[config.mk]
export PLATFORM = sky130hd
export DESIGN_NAME = dbf_delay_line
export DESIGN_NICKNAME = d
export VERILOG_FILES = /design/src/rtl/dbf_pkg.sv /design/src/rtl/dbf_delay_line.sv
export SDC_FILE = /design/constraint.sdc
export NUM_CORES = 1
export LEC_CHECK = 0
export ABC_CLOCK_PERIOD_IN_PS = 1100
export BUFFER_PORTS_ARGS = -buffer_cell sky130_fd_sc_hd__buf_2
export CAP_MARGIN = 30
export CORE_MARGIN = 8
export CORE_UTILIZATION = 45
export CTS_CLUSTER_SIZE = 30
export DETAILED_ROUTE_END_ITERATION = 16
export PLACE_DENSITY = 0.66
export SKIP_CTS_REPAIR_TIMING = 1
export SYNTH_ARGS = -nofsm -noshare
export SYNTH_HDL_FRONTEND = slang
export SYNTH_SLANG_ARGS = --single-unit
[constraint.sdc]
create_clock -name clock -period 1.1 [get_ports clock]
set_input_delay 0.11 -clock clock [delete_from_list [all_inputs] [get_ports clock]]
set_output_delay 0.11 -clock clock [all_outputs]
set_load 0.1 [all_outputs]
[src/rtl/dbf_pkg.sv]
// shared types and coefficient tables for the dual band fir filter
package dbf_pkg;

   localparam int TABLE_TAPS     = 21;
   localparam int TABLE_IDX_BITS = $clog2(TABLE_TAPS);

   // band select codes
   localparam int BAND_BREATH = 0;
   localparam int BAND_HEART  = 1;

   // Q1.15 tap values, rounded to nearest
   localparam logic signed [15:0] BREATH_COEF [0:TABLE_TAPS-1] = '{
        16'sd106,  16'sd176,  16'sd351,  16'sd660, 16'sd1103, 16'sd1652, 16'sd2253,
       16'sd2835, 16'sd3321, 16'sd3643, 16'sd3756, 16'sd3643, 16'sd3321, 16'sd2835,
       16'sd2253, 16'sd1652, 16'sd1103,  16'sd660,  16'sd351,  16'sd176,  16'sd106
   };

   localparam logic signed [15:0] HEART_COEF [0:TABLE_TAPS-1] = '{
         16'sd58,   -16'sd32,  -16'sd333, -16'sd1008, -16'sd1911, -16'sd2450, -16'sd1862,
        16'sd206,  16'sd3243,  16'sd5979,  16'sd7080,  16'sd5979,  16'sd3243,   16'sd206,
      -16'sd1862, -16'sd2450, -16'sd1911, -16'sd1008,  -16'sd333,   -16'sd32,    16'sd58
   };

   // delay line control from the handshake logic
   typedef struct packed {
      logic load;
      logic clear;
   } line_ctrl_type;

endpackage

[src/rtl/dbf_delay_line.sv]
// shared sample delay line, doubles as the input register of the filter
module dbf_delay_line #(
   parameter int TAPS        = 21,
   parameter int SAMPLE_BITS = 16
) (
   input  logic                          clock,
   input  logic                          reset,
   input  dbf_pkg::line_ctrl_type        ctrl,
   input  logic signed [SAMPLE_BITS-1:0] sample,
   output logic signed [SAMPLE_BITS-1:0] taps [TAPS]
);
   import dbf_pkg::*;

   logic signed [SAMPLE_BITS-1:0] tap_ff [TAPS];
   logic signed [SAMPLE_BITS-1:0] tap_in [TAPS];

   // block start drops the old history before the new sample goes in
   always_comb begin
      tap_in[0] = sample;
      for (int k = 1; k < TAPS; k++) begin
         tap_in[k] = ctrl.clear ? '0 : tap_ff[k-1];
      end
   end

   always_ff @(posedge clock) begin
      if (reset) begin
         for (int k = 0; k < TAPS; k++) begin
            tap_ff[k] <= '0;
         end
      end else if (ctrl.load) begin
         tap_ff <= tap_in;
      end
   end

   assign taps = tap_ff;

endmodule

==> impl_metrics.env <==
export IMPL_die_h_um=196
export IMPL_final_setup_tns_ns=-18.84
export IMPL_critPathArrivalTime_ns=1.07
export IMPL_swShare=0.244
export IMPL_yosys_area_top_type_share=0.462
export IMPL_fin_nets=1943
export IMPL_cts_tree="done"
export IMPL_crit_chain="buf_12"
export IMPL_intPower_mw=20.0
export IMPL_gr_total_overflow=0
export IMPL_route_detailed_drc=0
export IMPL_clk_path_buf_depth=3
export IMPL_peakVddDrop_mv=1.06
export IMPL_synth_area_mm2=0.0145
export IMPL_hpwlAfterDp_mm=31.7
export IMPL_core_area_mm2=0.0322
export IMPL_syn_num_nets=1495
export IMPL_ys_flop_type="dfxtp_1"
export IMPL_rsz0062_at_grt="true"
export IMPL_dieArea_mm2=0.0383
export IMPL_clkSinkCount=336
export IMPL_rows=66
export IMPL_relSlewSlack=0.593
export IMPL_fmax_mhz=846
export IMPL_comb_power_share=0.085
export IMPL_worst_slew_pin_transition_ns=0.610
export IMPL_synth_top_area_cell="dfxtp_1"
export IMPL_critPathCaptureType="output pin"
export IMPL_drtIter0Drc=700
export IMPL_seqPwrFrac=0.438
export IMPL_total_power_mw=26.4
export IMPL_yosys_warnings=0
export IMPL_grt_max_degree=91
export IMPL_drtAntennaViolNets=0
export IMPL_critPathRequiredTime_ns=0.99
export IMPL_syn_instance_count=1475
export IMPL_grt_pass1_vias=12099
export IMPL_layout_worst_path_cycle_share=1.08
export IMPL_async_flop_share=0
export IMPL_num_vias=12657
export IMPL_cp_start_kind="flip-flop"
export IMPL_first_pass_iters=5
export IMPL_grt_pass1_wl_mm=68.3
export IMPL_drv_cap=0
export IMPL_post_place_ws_ns=-0.189
export IMPL_status="finished with violations"
export IMPL_leakage_nw=8.27
export IMPL_synth_seq_cells=336
export IMPL_die_w_um=196
export IMPL_critPathBufInv=1
export IMPL_largest_reg_flops=336
export IMPL_cpPeakStageDelay_ns=0.38
export IMPL_pin_count=356
export IMPL_violations="negative setup slack"
export IMPL_crit_family="flip-flops"
export IMPL_placed_area_mm2=0.0223
export IMPL_synth_distinct_cells=13
export IMPL_final_hold_violation_count=0
export IMPL_track_usage=0.218
export IMPL_n_antenna_cell=0
export IMPL_hold_class="in2reg"
export IMPL_worstSkewPairLatency_ns=0.51
export IMPL_slowest_stage="dfxtp_4"
export IMPL_setup_viol=336
export IMPL_area_delta_synth_final_pct=74.5
export IMPL_synth_common_cells="dfxtp_1, inv_1, nand2_1"
export IMPL_p_clk_frac=0.477
export IMPL_port_buffer_count=355
export IMPL_yosysSeqAreaShare=0.462
export IMPL_power_density_mw_per_mm2=1040
export IMPL_slew_violations=0
export IMPL_layout_min_cycle_time_ns=1.18
export IMPL_wirelength_mm=48.4
export IMPL_crit_path_max_fanout=3
export IMPL_gp_congestion=0.800
export IMPL_vias_per_cell=5.38
export IMPL_synthMostInstantiatedCell="dfxtp_1"
export IMPL_htree_levels=2
export IMPL_antenna_found_initial=0
export IMPL_setup_slack_ns=-0.0825
export IMPL_clkTransAtPathRegs_ns=0.06
export IMPL_root_buffer="clkbuf_16"
export IMPL_syn_area_per_cell_um2=9.86
export IMPL_criticalPathCategory="reg2out"
export IMPL_fin_area_mm2=0.0254
export IMPL_wire_per_inst_um=20.6
export IMPL_cts_buffers=37
export IMPL_synth_edf_count=0
export IMPL_p_sw_mw=6.44
export IMPL_skew_ns=0.00932
export IMPL_drive_gt1_frac=0.581
export IMPL_synthTopCellsByArea="dfxtp_1, o32ai_2, inv_1, nand2_1, o32ai_1"
export IMPL_start_util=0.452
[metal layers]
metal	vias to the layer above	share of wire	global-route usage	wire, µm
li1	5929	-	-	-
met5	-	0	0	0
met3	96	0.070	0.0727	3390
met2	375	0.54	0.395	26200
met4	0	0.037	0.0738	1770
met1	6257	0.35	0.236	17000
[metrics by stage]
| step | cells | hold slack, ns | util |
|---|---|---|---|
| after CTS | 2214 | -0.178 | 0.731 |
| final | 2352 | 0.0705 | 0.788 |
| after global routing | 2352 | 0.0715 | 0.788 |
| after global placement | 2154 | 0.344 | 0.693 |
| after detailed placement | 2154 | 0.358 | 0.693 |
| after floorplan | 1475 | 0.257 | - |
[area by class of cell]
cell class              count  area, µm²
clock buffers              50       1070
multi-input cells         673       5730
flip-flops and latches    336       7900
fillers                  1690       6820
repair buffers            555       8810
well taps                 408        510
inverters                 320       1200
clock inverters            10        156
[cells in the final DEF, fill, tap and decap left out, drive strengths merged]
| cell type | Yosys | final |
|---|---|---|
| bufinv | 0 | 4 |
| o32ai | 320 | 320 |
| buf | 94 | 538 |
| nor2 | 16 | 16 |
| dfxtp | 336 | 336 |
| clkinvlp | 0 | 1 |
| or2 | 1 | 1 |
| inv | 320 | 321 |
| mux2i | 16 | 16 |
| clkinv | 0 | 4 |
| dlygate4sd3 | 0 | 17 |
| clkbuf | 52 | 50 |
| nand2 | 320 | 320 |
[worst paths after layout]
check	start	to	slack (ns)	cells after the start
worst max-delay path	taps[285]	taps[285]	-0.08	1
worst min-delay path	reset	taps[37]	0.07	3
worst max register to register	taps[305]	taps[305]	0.14	2
worst min register to register	taps[303]	taps[287]	0.49	2
[logic make-up (layout without fill, tap and decap cells)]
kind of cell,Yosys count,after routing,synth area share
mux,16,16,0.0110
compound gates,320,320,0.296
flops,336,336,0.462
buf+inv,466,935,0.144
simple gates,337,337,0.0871
[power groups by stage]
stage / combinational [mW] / sequential [mW] / clock (mW)
finish: 2.24 / 11.6 / 12.6
global route: 2.34 / 11.6 / 13.4
CTS: 2.14 / 12.3 / 12.8
detailed placement: 2.13 / 12.6 / 0
global placement: 2.10 / 12.6 / 0
floorplan: 1.16 / 12.9 / 0
No activity file was read; power rests on OpenSTA's default activity.
